<file path="src/hw/rtl/assert_macros.svh">
// ---------------------------------------------------------------------------
// Assertion macros shared by the RTL
// ---------------------------------------------------------------------------
`ifndef ASSERT_MACROS_SVH
`define ASSERT_MACROS_SVH

// Condition must never hold outside reset
`define ASSERT_NEVER(label, clk, rst_n, cond, msg) \
  label: assert property (@(posedge clk) disable iff (!rst_n) !(cond)) else $error(msg);

// Same-cycle implication
`define ASSERT_IMPL(label, clk, rst_n, ante, cons, msg) \
  label: assert property (@(posedge clk) disable iff (!rst_n) (ante) |-> (cons)) \
    else $error(msg);

// Next-cycle implication
`define ASSERT_NEXT(label, clk, rst_n, ante, cons, msg) \
  label: assert property (@(posedge clk) disable iff (!rst_n) (ante) |=> (cons)) \
    else $error(msg);

`endif

</file>
<file path="src/hw/rtl/dpalu_pkg.sv">
// ---------------------------------------------------------------------------
// dpalu_pkg
// Types and constants of the data-processing execute stage.
// ---------------------------------------------------------------------------
package dpalu_pkg;

  localparam int unsigned XLEN      = 32;
  localparam int unsigned NUM_REGS  = 16;
  localparam int unsigned REG_IDX_W = $clog2(NUM_REGS);
  localparam int unsigned CFG_IDX_W = 1;

  // status word flag positions
  localparam int unsigned FLAG_N = 31;
  localparam int unsigned FLAG_Z = 30;
  localparam int unsigned FLAG_C = 29;
  localparam int unsigned FLAG_V = 28;

  // instruction fields
  localparam int unsigned S_BIT = 20;
  localparam logic [REG_IDX_W-1:0] PC_IDX = 4'd15;

  typedef enum logic [CFG_IDX_W-1:0] {
    CFG_SAVED_STATUS  = 1'b0,
    CFG_SAVED_PRESENT = 1'b1
  } cfg_idx_e;

  typedef enum logic [3:0] {
    OP_AND = 4'd0, OP_EOR = 4'd1, OP_SUB = 4'd2, OP_RSB = 4'd3,
    OP_ADD = 4'd4, OP_ADC = 4'd5, OP_SBC = 4'd6, OP_RSC = 4'd7,
    OP_TST = 4'd8, OP_TEQ = 4'd9, OP_CMP = 4'd10, OP_CMN = 4'd11,
    OP_ORR = 4'd12, OP_MOV = 4'd13, OP_BIC = 4'd14, OP_MVN = 4'd15
  } opcode_e;

  typedef enum logic [3:0] {
    CC_EQ = 4'd0, CC_NE = 4'd1, CC_CS = 4'd2, CC_CC = 4'd3,
    CC_MI = 4'd4, CC_PL = 4'd5, CC_VS = 4'd6, CC_VC = 4'd7,
    CC_HI = 4'd8, CC_LS = 4'd9, CC_GE = 4'd10, CC_LT = 4'd11,
    CC_GT = 4'd12, CC_LE = 4'd13, CC_AL = 4'd14, CC_NV = 4'd15
  } cond_e;

  // outcome of one instruction, execute unit to top level
  typedef struct packed {
    logic            executed;
    logic            dest_written;
    logic [XLEN-1:0] dest_value;
    logic [XLEN-1:0] status_after;
  } exec_res_t;

endpackage

</file>
<file path="src/hw/rtl/dpalu_in_if.sv">
// ---------------------------------------------------------------------------
// dpalu_in_if
// Instruction channel: valid/ready with instruction and shifter operand.
// ---------------------------------------------------------------------------
interface dpalu_in_if;
  logic        valid;
  logic        ready;
  logic [31:0] instruction;
  logic [31:0] shifter_value;
  logic        shifter_carry;

  modport source (output valid, output instruction, output shifter_value,
                  output shifter_carry, input ready);
  modport sink   (input valid, input instruction, input shifter_value,
                  input shifter_carry, output ready);
endinterface

</file>
<file path="src/hw/rtl/dpalu_out_if.sv">
// ---------------------------------------------------------------------------
// dpalu_out_if
// Result channel: valid/ready with the outcome of one instruction.
// ---------------------------------------------------------------------------
interface dpalu_out_if;
  logic        valid;
  logic        ready;
  logic        executed;
  logic        dest_written;
  logic [3:0]  dest_index;
  logic [31:0] dest_value;
  logic [31:0] status_after;

  modport source (output valid, output executed, output dest_written,
                  output dest_index, output dest_value, output status_after,
                  input ready);
  modport sink   (input valid, input executed, input dest_written,
                  input dest_index, input dest_value, input status_after,
                  output ready);
endinterface

</file>
<file path="src/hw/rtl/dpalu_ram.sv">
// ---------------------------------------------------------------------------
// dpalu_ram
// Generic single-write, single-read RAM with registered read data.
// ---------------------------------------------------------------------------
module dpalu_ram #(
  parameter int unsigned Width = 32,
  parameter int unsigned Depth = 16
) (
  input  logic                     clk_i,
  input  logic                     we_i,
  input  logic [$clog2(Depth)-1:0] waddr_i,
  input  logic [Width-1:0]         wdata_i,
  input  logic                     re_i,
  input  logic [$clog2(Depth)-1:0] raddr_i,
  output logic [Width-1:0]         rdata_o
);
  logic [Width-1:0] mem_q [Depth];
  logic [Width-1:0] rdata_q;

  always_ff @(posedge clk_i) begin
    if (we_i) begin
      mem_q[waddr_i] <= wdata_i;
    end
    // hold read data when no read is issued
    if (re_i) begin
      rdata_q <= mem_q[raddr_i];
    end
  end

  assign rdata_o = rdata_q;
endmodule

</file>
<file path="src/hw/rtl/dpalu_exec.sv">
// ---------------------------------------------------------------------------
// dpalu_exec
// Condition check, ALU and flag update for one instruction.
// ---------------------------------------------------------------------------
module dpalu_exec (
  input  logic [31:0]           instr_i,
  input  logic [31:0]           op2_i,
  input  logic                  shc_i,
  input  logic [31:0]           rn_val_i,
  input  logic [31:0]           status_i,
  input  logic [31:0]           saved_status_i,
  input  logic                  saved_present_i,
  output dpalu_pkg::exec_res_t  res_o
);
  import dpalu_pkg::*;

  cond_e          cond;
  opcode_e        opc;
  logic [3:0]     rd;
  logic           sflag;
  logic           n, z, c, v;
  logic           pass;
  logic [31:0]    add_x, add_y;
  logic           add_cin;
  logic [32:0]    sum;
  logic           add_v;
  logic [31:0]    alu;
  logic           arith;
  logic           is_cmp;
  logic [31:0]    st;

  assign cond  = cond_e'(instr_i[31:28]);
  assign opc   = opcode_e'(instr_i[24:21]);
  assign rd    = instr_i[15:12];
  assign sflag = instr_i[S_BIT];
  assign n     = status_i[FLAG_N];
  assign z     = status_i[FLAG_Z];
  assign c     = status_i[FLAG_C];
  assign v     = status_i[FLAG_V];

  always_comb begin
    case (cond)
      CC_EQ:   pass = z;
      CC_NE:   pass = !z;
      CC_CS:   pass = c;
      CC_CC:   pass = !c;
      CC_MI:   pass = n;
      CC_PL:   pass = !n;
      CC_VS:   pass = v;
      CC_VC:   pass = !v;
      CC_HI:   pass = c && !z;
      CC_LS:   pass = !c || z;
      CC_GE:   pass = (n == v);
      CC_LT:   pass = (n != v);
      CC_GT:   pass = !z && (n == v);
      CC_LE:   pass = z || (n != v);
      CC_AL:   pass = 1'b1;
      default: pass = 1'b0;
    endcase
  end

  // operand steering for the single adder; subtraction adds the inverse
  always_comb begin
    add_x   = rn_val_i;
    add_y   = op2_i;
    add_cin = 1'b0;
    case (opc)
      OP_SUB, OP_CMP: begin
        add_y   = ~op2_i;
        add_cin = 1'b1;
      end
      OP_RSB: begin
        add_x   = op2_i;
        add_y   = ~rn_val_i;
        add_cin = 1'b1;
      end
      OP_ADC: add_cin = c;
      OP_SBC: begin
        add_y   = ~op2_i;
        add_cin = c;
      end
      OP_RSC: begin
        add_x   = op2_i;
        add_y   = ~rn_val_i;
        add_cin = c;
      end
      default: add_cin = 1'b0;
    endcase
  end

  assign sum   = {1'b0, add_x} + {1'b0, add_y} + {32'd0, add_cin};
  assign add_v = (add_x[31] ^ sum[31]) & (add_y[31] ^ sum[31]);

  always_comb begin
    arith = 1'b0;
    case (opc)
      OP_AND, OP_TST: alu = rn_val_i & op2_i;
      OP_EOR, OP_TEQ: alu = rn_val_i ^ op2_i;
      OP_ORR:         alu = rn_val_i | op2_i;
      OP_MOV:         alu = op2_i;
      OP_BIC:         alu = rn_val_i & ~op2_i;
      OP_MVN:         alu = ~op2_i;
      default: begin
        alu   = sum[31:0];
        arith = 1'b1;
      end
    endcase
  end

  assign is_cmp = (opc == OP_TST) || (opc == OP_TEQ) || (opc == OP_CMP) || (opc == OP_CMN);

  always_comb begin
    st = status_i;
    if (!is_cmp && sflag && (rd == PC_IDX)) begin
      if (saved_present_i) begin
        st = saved_status_i;
      end
    end else if (is_cmp || sflag) begin
      st[FLAG_N] = alu[31];
      st[FLAG_Z] = (alu == 32'd0);
      st[FLAG_C] = arith ? sum[32] : shc_i;
      if (arith) begin
        st[FLAG_V] = add_v;
      end
    end
  end

  always_comb begin
    res_o.executed     = pass;
    res_o.dest_written = pass && !is_cmp;
    res_o.dest_value   = pass ? alu : 32'd0;
    res_o.status_after = pass ? st : status_i;
  end
endmodule

</file>
<file path="src/hw/rtl/arm_data_processing_alu.sv">
// ---------------------------------------------------------------------------
// arm_data_processing_alu
// Execute stage for ARM data-processing instructions with a RAM register file.
// ---------------------------------------------------------------------------
// Usage:
//   req_i carries one instruction per transaction together with the operand
//   and carry out of the external shifter. rsp_o returns one transaction per
//   instruction, in order: executed flag, destination write flag and index,
//   ALU result and the status word after the instruction.
//   The saved status word and its present flag are written through cfg_*_i;
//   the user must do so only while the block is idle, which it does not enforce.
// Pipeline and throughput:
//   The register file read of Rn is issued in the accept cycle (RAM with
//   registered read data), execute and write-back follow in the execute stage,
//   the result sits in the output register. One instruction per cycle is
//   sustained while rsp_o is not held; a write to Rn by the preceding
//   instruction is forwarded around the RAM, flags live in flops.
// Reset:
//   Registers read as zero (per-entry valid bits), status and config clear.
// Stalls:
//   While rsp_o is held, one instruction waits in the execute stage with its
//   read data frozen, and req_i.ready drops only when both are occupied.
// ---------------------------------------------------------------------------
module arm_data_processing_alu (
  input  logic                               clk_i,
  input  logic                               rst_ni,
  dpalu_in_if.sink                           req_i,
  dpalu_out_if.source                        rsp_o,
  input  logic                               cfg_we_i,
  input  logic [dpalu_pkg::CFG_IDX_W-1:0]    cfg_idx_i,
  input  logic [dpalu_pkg::XLEN-1:0]         cfg_data_i
);
  import dpalu_pkg::*;

  `include "assert_macros.svh"

  // configuration
  logic [XLEN-1:0]      saved_status_q;
  logic                 saved_present_q;

  // architectural flags
  logic [XLEN-1:0]      status_q;

  // execute stage
  logic                 s1_valid_q;
  logic [XLEN-1:0]      s1_instr_q;
  logic [XLEN-1:0]      s1_op2_q;
  logic                 s1_shc_q;
  logic                 s1_adv;
  logic [REG_IDX_W-1:0] s1_rn;
  logic [REG_IDX_W-1:0] s1_rd;

  // forwarding of the write that lands on the same edge as the read
  logic                 fwd_hit_q;
  logic [XLEN-1:0]      fwd_data_q;

  // register file
  logic [NUM_REGS-1:0]  reg_vld_q;
  logic [XLEN-1:0]      ram_rdata;
  logic                 ram_we;
  logic [XLEN-1:0]      rn_val;

  // output register
  logic                 out_valid_q;
  logic                 out_exec_q;
  logic                 out_wr_q;
  logic [REG_IDX_W-1:0] out_idx_q;
  logic [XLEN-1:0]      out_val_q;
  logic [XLEN-1:0]      out_st_q;

  logic                 accept;
  exec_res_t            res;

  // ---- handshake --------------------------------------------------------
  assign s1_adv      = s1_valid_q && (!out_valid_q || rsp_o.ready);
  assign req_i.ready = !s1_valid_q || s1_adv;
  assign accept      = req_i.valid && req_i.ready;

  assign s1_rn  = s1_instr_q[19:16];
  assign s1_rd  = s1_instr_q[15:12];
  assign ram_we = s1_adv && res.dest_written;

  // ---- register file ----------------------------------------------------
  dpalu_ram #(
    .Width (XLEN),
    .Depth (NUM_REGS)
  ) u_regfile (
    .clk_i   (clk_i),
    .we_i    (ram_we),
    .waddr_i (s1_rd),
    .wdata_i (res.dest_value),
    .re_i    (accept),
    .raddr_i (req_i.instruction[19:16]),
    .rdata_o (ram_rdata)
  );

  // prefer the forwarded write; unwritten entries read as zero
  always_comb begin
    if (fwd_hit_q) begin
      rn_val = fwd_data_q;
    end else if (reg_vld_q[s1_rn]) begin
      rn_val = ram_rdata;
    end else begin
      rn_val = '0;
    end
  end

  dpalu_exec u_exec (
    .instr_i         (s1_instr_q),
    .op2_i           (s1_op2_q),
    .shc_i           (s1_shc_q),
    .rn_val_i        (rn_val),
    .status_i        (status_q),
    .saved_status_i  (saved_status_q),
    .saved_present_i (saved_present_q),
    .res_o           (res)
  );

  // ---- control state ----------------------------------------------------
  always_ff @(posedge clk_i or negedge rst_ni) begin
    if (!rst_ni) begin
      saved_status_q  <= '0;
      saved_present_q <= 1'b0;
      status_q        <= '0;
      s1_valid_q      <= 1'b0;
      fwd_hit_q       <= 1'b0;
      reg_vld_q       <= '0;
      out_valid_q     <= 1'b0;
    end else begin
      if (cfg_we_i) begin
        case (cfg_idx_e'(cfg_idx_i))
          CFG_SAVED_STATUS:  saved_status_q  <= cfg_data_i;
          CFG_SAVED_PRESENT: saved_present_q <= cfg_data_i[0];
          default:           saved_present_q <= saved_present_q;
        endcase
      end
      if (s1_adv) begin
        status_q <= res.status_after;
      end
      if (ram_we) begin
        reg_vld_q[s1_rd] <= 1'b1;
      end
      // advance or drop the execute slot
      if (accept) begin
        s1_valid_q <= 1'b1;
        fwd_hit_q  <= ram_we && (s1_rd == req_i.instruction[19:16]);
      end else if (s1_adv) begin
        s1_valid_q <= 1'b0;
      end
      if (s1_adv) begin
        out_valid_q <= 1'b1;
      end else if (rsp_o.ready) begin
        out_valid_q <= 1'b0;
      end
    end
  end

  // ---- payload ----------------------------------------------------------
  always_ff @(posedge clk_i) begin
    if (accept) begin
      s1_instr_q <= req_i.instruction;
      s1_op2_q   <= req_i.shifter_value;
      s1_shc_q   <= req_i.shifter_carry;
      fwd_data_q <= res.dest_value;
    end
    if (s1_adv) begin
      out_exec_q <= res.executed;
      out_wr_q   <= res.dest_written;
      out_idx_q  <= s1_rd;
      out_val_q  <= res.dest_value;
      out_st_q   <= res.status_after;
    end
  end

  assign rsp_o.valid        = out_valid_q;
  assign rsp_o.executed     = out_exec_q;
  assign rsp_o.dest_written = out_wr_q;
  assign rsp_o.dest_index   = out_idx_q;
  assign rsp_o.dest_value   = out_val_q;
  assign rsp_o.status_after = out_st_q;

  // ---- assertions -------------------------------------------------------
  `ASSERT_IMPL(a_wr_needs_exec, clk_i, rst_ni, out_valid_q && out_wr_q, out_exec_q,
    "destination written by an instruction that did not execute")
  `ASSERT_IMPL(a_skip_zero, clk_i, rst_ni, out_valid_q && !out_exec_q, out_val_q == '0,
    "skipped instruction reports a non-zero result")
  `ASSERT_NEXT(a_skip_keeps_flags, clk_i, rst_ni, s1_adv && !res.executed,
    status_q == $past(status_q), "skipped instruction changed the status word")
  `ASSERT_NEXT(a_wr_lands_out, clk_i, rst_ni, ram_we, out_valid_q && out_wr_q,
    "register write without a matching response")
endmodule

</file>
<file path="src/flat_wrapper.sv">
// flat-port wrapper written by rule: the top's interface ports become plain ports
module arm_data_processing_alu_flat import dpalu_pkg::*;
  (clk_i, rst_ni, cfg_we_i, cfg_idx_i, cfg_data_i, req_i_valid, req_i_instruction, req_i_shifter_value, req_i_shifter_carry, req_i_ready, rsp_o_valid, rsp_o_executed, rsp_o_dest_written, rsp_o_dest_index, rsp_o_dest_value, rsp_o_status_after, rsp_o_ready);
  dpalu_in_if req_i_i ();
  dpalu_out_if rsp_o_i ();
  input  logic clk_i;
  input  logic rst_ni;
  input  logic cfg_we_i;
  input  logic [dpalu_pkg::CFG_IDX_W-1:0] cfg_idx_i;
  input  logic [dpalu_pkg::XLEN-1:0] cfg_data_i;
  input wire logic [$bits(req_i_i.valid)-1:0] req_i_valid;
  input wire logic [$bits(req_i_i.instruction)-1:0] req_i_instruction;
  input wire logic [$bits(req_i_i.shifter_value)-1:0] req_i_shifter_value;
  input wire logic [$bits(req_i_i.shifter_carry)-1:0] req_i_shifter_carry;
  output wire logic [$bits(req_i_i.ready)-1:0] req_i_ready;
  output wire logic [$bits(rsp_o_i.valid)-1:0] rsp_o_valid;
  output wire logic [$bits(rsp_o_i.executed)-1:0] rsp_o_executed;
  output wire logic [$bits(rsp_o_i.dest_written)-1:0] rsp_o_dest_written;
  output wire logic [$bits(rsp_o_i.dest_index)-1:0] rsp_o_dest_index;
  output wire logic [$bits(rsp_o_i.dest_value)-1:0] rsp_o_dest_value;
  output wire logic [$bits(rsp_o_i.status_after)-1:0] rsp_o_status_after;
  input wire logic [$bits(rsp_o_i.ready)-1:0] rsp_o_ready;
  assign req_i_i.valid = req_i_valid;
  assign req_i_i.instruction = req_i_instruction;
  assign req_i_i.shifter_value = req_i_shifter_value;
  assign req_i_i.shifter_carry = req_i_shifter_carry;
  assign req_i_ready = req_i_i.ready;
  assign rsp_o_valid = rsp_o_i.valid;
  assign rsp_o_executed = rsp_o_i.executed;
  assign rsp_o_dest_written = rsp_o_i.dest_written;
  assign rsp_o_dest_index = rsp_o_i.dest_index;
  assign rsp_o_dest_value = rsp_o_i.dest_value;
  assign rsp_o_status_after = rsp_o_i.status_after;
  assign rsp_o_i.ready = rsp_o_ready;
  arm_data_processing_alu u_core (.clk_i(clk_i), .rst_ni(rst_ni), .req_i(req_i_i), .rsp_o(rsp_o_i), .cfg_we_i(cfg_we_i), .cfg_idx_i(cfg_idx_i), .cfg_data_i(cfg_data_i));
endmodule
</file>
<file path="config.mk">
export PLATFORM = sky130hd
export DESIGN_NAME = arm_data_processing_alu_flat
export DESIGN_NICKNAME = d
export VERILOG_FILES = /design/src/hw/rtl/dpalu_pkg.sv /design/src/hw/rtl/dpalu_in_if.sv /design/src/hw/rtl/dpalu_out_if.sv /design/src/hw/rtl/dpalu_ram.sv /design/src/hw/rtl/dpalu_exec.sv /design/src/hw/rtl/arm_data_processing_alu.sv /design/src/flat_wrapper.sv
export VERILOG_INCLUDE_DIRS = /design/src /design/src/hw/rtl
export SDC_FILE = /design/constraint.sdc
export NUM_CORES = 1
export LEC_CHECK = 0
export BUFFER_PORTS_ARGS = -buffer_cell sky130_fd_sc_hd__buf_2
export CORE_ASPECT_RATIO = 1.1
export CORE_MARGIN = 2
export CORE_UTILIZATION = 35
export DETAILED_ROUTE_END_ITERATION = 8
export PLACE_DENSITY_LB_ADDON = 0.05
export SYNTH_ARGS = -nofsm -noshare
export SYNTH_HDL_FRONTEND = slang
export SYNTH_SLANG_ARGS = --single-unit
</file>
<file path="constraint.sdc">
create_clock -name clk_i -period 8 [get_ports clk_i]
set_input_delay 1.2 -clock clk_i [delete_from_list [all_inputs] [get_ports clk_i]]
set_output_delay 1.2 -clock clk_i [all_outputs]
set_load 0.02 [all_outputs]
</file>
==> results of run 1 <==
## logic make-up after synthesis
kind of cell	share of synthesized area
AO/OA/AOI/OAI	0.08248
XOR/XNOR	0.01232
adder cells (fa/ha/maj)	0.02378
buffers and inverters	0.02338
flip-flops	0.6604
multiplexers	0.1288
AND/OR/NAND/NOR	0.06883
## power breakdown
group	leakage (uW)	internal [uW]	switching, uW
registers	0.00756	4960	151
logic	0.00534	741	1420
clock network	0.00137	2220	1680
total	0.0143	7920	3250
## sequential cells by signal, summed over array words and instances (netlist names)
name / cells
u_core.rsp_o.dest_written: 1
u_core.rsp_o.dest_value: 32
u_core.s1_instr_q: 17
u_core.reg_vld_q: 16
u_core.s1_shc_q: 1
u_core.s1_valid_q: 1
u_core.fwd_hit_q: 1
u_core.s1_op2_q: 32
u_core.rsp_o.executed: 1
u_core.saved_present_q: 1
u_core.saved_status_q: 32
u_core.rsp_o.dest_index: 4
u_core.status_q: 32
u_core.rsp_o.valid: 1
u_core.u_regfile.rdata_o: 32
u_core.u_regfile.mem_q: 512
u_core.fwd_data_q: 32
u_core.rsp_o.status_after: 32
## synthesized netlist by cell type, drive strengths merged, types with 14 or more instances
cell type  instances
edfxtp           696
nor2             174
mux4             165
nand2            153
a21oi            139
clkbuf           125
dfrtp             84
ha                63
mux2              63
o21ai             61
inv               51
buf               39
xnor2             31
a221o             30
a22oi             29
nor3              29
a21o              23
and2              21
or2               20
nand3             19
xor2              18
nor2b             17
o22ai             17
and3              16
a211oi            15
o211ai            15
a31oi             14
## per-stage QoR
stage	hold slack, ns	util	cells	cell area, um2
floorplan	0.4244	-	2283	34830
global route	0.4667	0.4050	3788	40040
finish	0.4581	0.4050	3790	40040
CTS	0.4600	0.4050	3788	40040
global placement	0.4436	0.3768	3628	37250
detailed placement	0.4447	0.3768	3628	37250
## worst max-delay path, delay by kind of cell, from the launching register on
kind	cells	cell delay, ns
mux	2	1.23
compound gates	8	2.31
flops	1	0.46
simple gates	4	1.62
fa+ha+maj	2	0.99
## metal layers
layer  vias up  share of wire  GRT usage
li1       9226              -          -
met1     10560           0.43     0.2633
met2       523           0.50     0.3386
met3       143          0.043    0.02857
met4         0          0.028    0.06278
met5         -              0          0
## cells in the final DEF, fill, tap and decap left out, drive strengths merged, types with 53 or more instances in the layout
cell type  netlist  routed
mux2            63      63
nand2          153     153
dfrtp           84      84
buf             39     216
o21ai           61      61
mux4           165     165
nor2           174     174
edfxtp         696     696
inv             51      53
ha              63      63
clkbuf         125     105
a21oi          139     139
## worst max path at each step
stage | from | end | slack, ns | depth (start not counted)
finish | u_core.s1_instr_q[17] | u_core.rsp_o.status_after[30] | 1.24 | 16
detailed placement | u_core.s1_instr_q[17] | u_core.rsp_o.status_after[30] | 1.18 | 16
floorplan | u_core.s1_instr_q[22] | u_core.rsp_o.status_after[30] | 2.06 | 20
global route | u_core.s1_instr_q[17] | u_core.u_regfile.mem_q[1][29] | 0.83 | 16
CTS | u_core.s1_instr_q[17] | u_core.rsp_o.status_after[30] | 1.16 | 16
global placement | u_core.s1_instr_q[17] | u_core.rsp_o.status_after[30] | 1.22 | 16
## cell type report
type	count	area (um2)
fill	9102	58820
sequential	780	23000
multi-input combinational	1288	11160
clock buffer	103	2247
tap	1291	1615
timing repair buffer	218	1271
clock inverter	57	538.0
inverter	51	198.9
antenna	2	5.005
==> key figures, run 1 <==
Timing
  – Setup TNS: 0 ns
  – Final period util: 0.8447
  – RSZ-0062 raised after global routing: false
  – Minimum clock period: 6.758 ns
  – Setup WS post-layout: 1.242 ns
  – Worst slew pin tran: 1.351 ns
  – Clock Skew: 0.03590 ns
  – Slew Limit Fails: 0
  – Max transition margin: 0.09623
  – Fmax: 148.0 MHz
  – Final hold viol count: 0
  – Setup violators final: 0

Hold path
  – Min-Delay Endpoint: u_core.reg_vld_q[2]
  – Hold path depth: 1
  – Hold Crit Class: flip-flop to flip-flop
  – Min-Delay Startpoint: u_core.reg_vld_q[2]

Critical path
  – R2R cell count: 16
  – Worst Path Required: 8.51 ns
  – Crit path max fanout: 4
  – Max stage delay on crit path: 0.64 ns
  – CP dominant cell by count: fa_1
  – Crit Path Class: flip-flop to flip-flop
  – Worst setup SP type: flip-flop
  – Crit end category: flip-flop
  – Crit path max-delay cell type: a221oi_1
  – R2R Setup Slk: 1.24 ns
  – R2R Path End: u_core.rsp_o.status_after[30]
  – Crit path cell chain: mux4_1 -> mux4_2 -> a22oi_1 -> a21oi_1 -> fa_1 -> fa_1 -> a21o_1 -> a221oi_1 -> o31a_1 -> a211oi_1 -> o32a_1 -> or4b_1 -> nor4_1 -> nand4_1 -> nor3b_1 -> a41o_1
  – Crit path arrival time: 7.27 ns
  – R2r startpoint: u_core.s1_instr_q[17]

Logic synthesis
  – Ys async rst share: 0.1077
  – Yosys warns: 0
  – Leading area contributor after synthesis: edfxtp_1
  – Synth Register Bits: 780
  – Syn nets: 2451
  – Post-Syn Area: 0.03483 mm2
  – Post-synthesis cell count: 2283
  – Main synth FF type: edfxtp_1
  – Sequential area share after synthesis: 0.6604
  – Synth top area cells: edfxtp_1 (60%), mux4_2 (10%), dfrtp_1 (6.0%)
  – Post-synth EDFFs: 696
  – Unique masters post-synth: 79
  – Post-synthesis area per instance: 15.26 um2
  – Area share of the largest cell type after synthesis: 0.6000

Power
  – Static Leak: 0.01427 uW
  – PD cells: 279.0 mW/mm2
  – Max IR drop VDD: 0.0001818 V
  – Final Power: 11170 uW

Drt
  – Starting DRC count in detailed routing: 1644
  – DR vias: 20450
  – Routed wire length: 101.8 mm
  – Routed Antenna Nets: 0
  – DR WL/cell: 26.85 um
  – Vias per inst: 5.397
  – Residual DRC: 0
  – TritonRoute pass-1 iters: 5

Clock tree
  – CTS tree: yes
  – Num Clock Sinks: 780
  – Deepest clock path buffer count: 3
  – Root buffer cell: clkbuf_16
  – Clock latency on the worst-skew pair: 0.67 ns
  – Hold_buf cts: 0
  – Reg clk slew, reported paths: 0.06 ns
  – Post_cts resized: 0
  – Htree depth: 3
  – CTS Buf Count: 86
  – Post-CTS Setup Inserts: 0

Global routing
  – Vias in the first global route: 20990
  – Grt ovf: 0
  – First-pass GRT wire length: 147.2 mm
  – Initial antenna violation count: 4
  – Largest net degree at the start of global routing: 89
  – GRT Overall Usage: 0.1990

Status
  – Status: completed

Floorplanning
  – Full die area: 0.1021 mm2
  – Initial Util: 0.3523
  – Core Region: 0.09886 mm2
  – Die Y: 334.9 um
  – Die width: 304.8 um
  – Rows: 121
  – IO Count: 175

Job
  – Max Cap Viol: 0

Place
  – Routability cong.: 0.8816
  – Pre-CTS setup slack: 1.184 ns
  – Detail Placement HPWL: 59.19 mm
  – I/O Buffers: 159

Final layout
  – Synthesis-to-layout area growth: 14.97%
  – NumNets Final: 2593
  – Fraction of layout cells with a size suffix above 1: 0.2511
(Power assumes the default switching activity.)
==> run 2: changes to the inputs <==
- ABC_AREA: default -> 1
- clock period: 8 -> 6.3 ns (I/O delays scaled with it)
==> key figures, run 2 <==
Final layout
  – Register area: 0.02300 mm2
  – Flip-flop count of the largest register after layout: 512
  – Commonest non-fill, non-tap cell in the layout: nand2_1
  – Largest register by flop count: u_core.u_regfile.mem_q
  – Fraction of layout cells with a size suffix above 1: 0.1073
  – NumNets Final: 3774
  – Fillers: 10150
  – Multi-input gate area: 0.01118 mm2
  – Synthesis-to-layout area growth: 14.15%
  – Most frequent cells in the layout: nand2_1 (766), edfxtp_1 (696), inv_1 (414)

Floorplanning
  – Full die area: 0.1065 mm2
  – Die width: 311.3 um
  – IO Count: 175
  – Die Y: 342.0 um
  – Initial Util: 0.3513
  – Core Region: 0.1035 mm2
  – Rows: 124

Critical path
  – Crit path max-delay cell type: nor2_1
  – Worst setup SP type: flip-flop
  – CP dominant cell by count: nand2_1
  – Worst Path Required: 6.61 ns
  – Crit end category: flip-flop
  – Crit path cell chain: clkinv_4 -> nand2_1 -> nand3_1 -> nand3_1 -> nand3_2 -> nand2_2 -> nand2_1 -> nand2_1 -> o221ai_1 -> fa_1 -> fa_1 -> nand2_1 -> inv_1 -> nand2_1 -> nand2_1 -> nand3_1 -> nand3_1 -> nand2_1 -> nand2_1 -> nand2_1 -> nand2_1 -> nor2_1 -> nor2_1 -> nor2_1
  – Worst Path Buf+Inv: 2
  – Crit path arrival time: 5.39 ns
  – CP delay by family, top: simple AND/OR/NAND/NOR gates
  – Crit path max fanout: 18
  – Max stage delay on crit path: 0.80 ns
  – Crit Path Class: flip-flop to flip-flop

Clock tree
  – Post_cts resized: 0
  – Num Clock Sinks: 780
  – Deepest clock path buffer count: 3
  – Post-CTS Setup Inserts: 0
  – Reg clk slew, reported paths: 0.06 ns
  – Hold_buf cts: 0
  – CTS Buf Count: 87
  – Htree depth: 3
  – CTS tree: yes
  – Root buffer cell: clkbuf_16
  – Clock latency on the worst-skew pair: 0.67 ns

Power
  – PD cells: 340.0 mW/mm2
  – Max IR drop VDD: 0.0002093 V
  – Static Leak: 0.01684 uW

Timing
  – Minimum clock period: 5.077 ns
  – Clock Skew: 0.03233 ns
  – Final hold viol count: 0
  – Fmax: 197.0 MHz
  – Setup WS post-layout: 1.223 ns
  – Max transition margin: 0.1120
  – RSZ-0062 raised after global routing: false
  – Slew Limit Fails: 0
  – Setup TNS: 0 ns
  – Setup violators final: 0
  – Final period util: 0.8059
  – Worst slew pin tran: 1.327 ns

Global routing
  – Largest net degree at the start of global routing: 192
  – Vias in the first global route: 24950
  – First-pass GRT wire length: 160.5 mm
  – GRT Overall Usage: 0.2016
  – Grt ovf: 0
  – Initial antenna violation count: 6

Drt
  – Routed Antenna Nets: 0
  – Residual DRC: 0
  – TritonRoute pass-1 iters: 6
  – Routed wire length: 108.7 mm
  – DR WL/cell: 21.48 um
  – Vias per inst: 4.994
  – Starting DRC count in detailed routing: 1772
  – DR vias: 25270

Logic synthesis
  – Sequential area share after synthesis: 0.6327
  – Synth top cells by count: nand2_1 (767), edfxtp_1 (696), inv_1 (416), o21ai_0 (323), nor2_1 (218)
  – Most frequent cell after synthesis: nand2_1
  – Synth top area cells: edfxtp_1 (57%), nand2_1 (7.9%), dfrtp_1 (5.8%)
  – Main synth FF type: edfxtp_1
  – Unique masters post-synth: 48
  – Post-synthesis cell count: 3455
  – Yosys warns: 0
  – Ys async rst share: 0.1077
  – Post-synth EDFFs: 696
  – Area share of the largest cell type after synthesis: 0.5749
  – Syn nets: 3623
  – Synth Register Bits: 780
  – Leading area contributor after synthesis: edfxtp_1
  – Post-Syn Area: 0.03636 mm2
  – Post-synthesis area per instance: 10.52 um2

Place
  – Routability cong.: 0.8758
  – Detail Placement HPWL: 68.28 mm
  – I/O Buffers: 159
  – Pre-CTS setup slack: 1.189 ns

Job
  – Max Cap Viol: 0

Hold path
  – Hold Crit Class: input port to async pin

Status
  – Status: completed
[run 2: logic make-up (layout without fill, tap and decap cells)]
family | count (synthesis) | in the layout | share of synthesized area
mux | 132 | 132 | 0.03648
flops | 780 | 780 | 0.6327
xor+xnor | 10 | 10 | 0.002409
other cells | 0 | 1 | 0
buf+inv | 586 | 804 | 0.06346
compound gates | 746 | 746 | 0.1177
fa+ha+maj | 65 | 65 | 0.02278
simple gates | 1136 | 1136 | 0.1244
[run 2: metrics by stage]
| step | total power [uW] | cells | utilization | cell area, um2 | hold slack (ns) |
|---|---|---|---|---|---|
| CTS | 14320 | 5059 | 0.4010 | 41500 | 0.1414 |
| detailed placement | 9411 | 4903 | 0.3753 | 38840 | 0.4454 |
| floorplan | 8294 | 3455 | - | 36360 | 0.4276 |
| global placement | 9353 | 4903 | 0.3753 | 38840 | 0.4470 |
| global route | 14820 | 5060 | 0.4010 | 41500 | 0.1696 |
| finish | 14110 | 5060 | 0.4010 | 41500 | 0.1842 |
[run 2: layout make-up]
cell class                 instances  area share
inverter                         424     0.03880
antenna                            1  0.00006030
timing repair buffer             224     0.03166
tap                             1386     0.04178
multi-input combinational       2089      0.2693
clock buffer                     125     0.05641
clock inverter                    31    0.007718
sequential                       780      0.5543
[run 2: worst paths after layout]
kind / from / to / slack [ns] / depth (start not counted)
max: u_core.s1_instr_q[16] / u_core.u_regfile.mem_q[2][28] / 1.22 / 24
min: rst_ni / u_core.status_q[11] / 0.18 / 1
max reg2reg: u_core.s1_instr_q[16] / u_core.u_regfile.mem_q[2][28] / 1.22 / 24
min reg2reg: u_core.reg_vld_q[14] / u_core.reg_vld_q[14] / 0.46 / 2
max in group asynchronous: rst_ni / u_core.fwd_hit_q / 4.89 / 2
min in group clk_i: req_i_shifter_value[4] / u_core.s1_op2_q[4] / 0.44 / 1
[run 2: where the power goes]
group	internal [uW]	switching, uW
Sequential	6420	157
Combinational	708	1990
Clock	2790	2050
[run 2: metal layers]
| layer | vias to the layer above | share of wire | global-route usage |
|---|---|---|---|
| met3 | 133 | 0.036 | 0.02669 |
| met4 | 0 | 0.019 | 0.04972 |
| met5 | - | 0 | 0 |
| met1 | 12410 | 0.45 | 0.2640 |
| li1 | 12220 | - | - |
| met2 | 513 | 0.50 | 0.3534 |
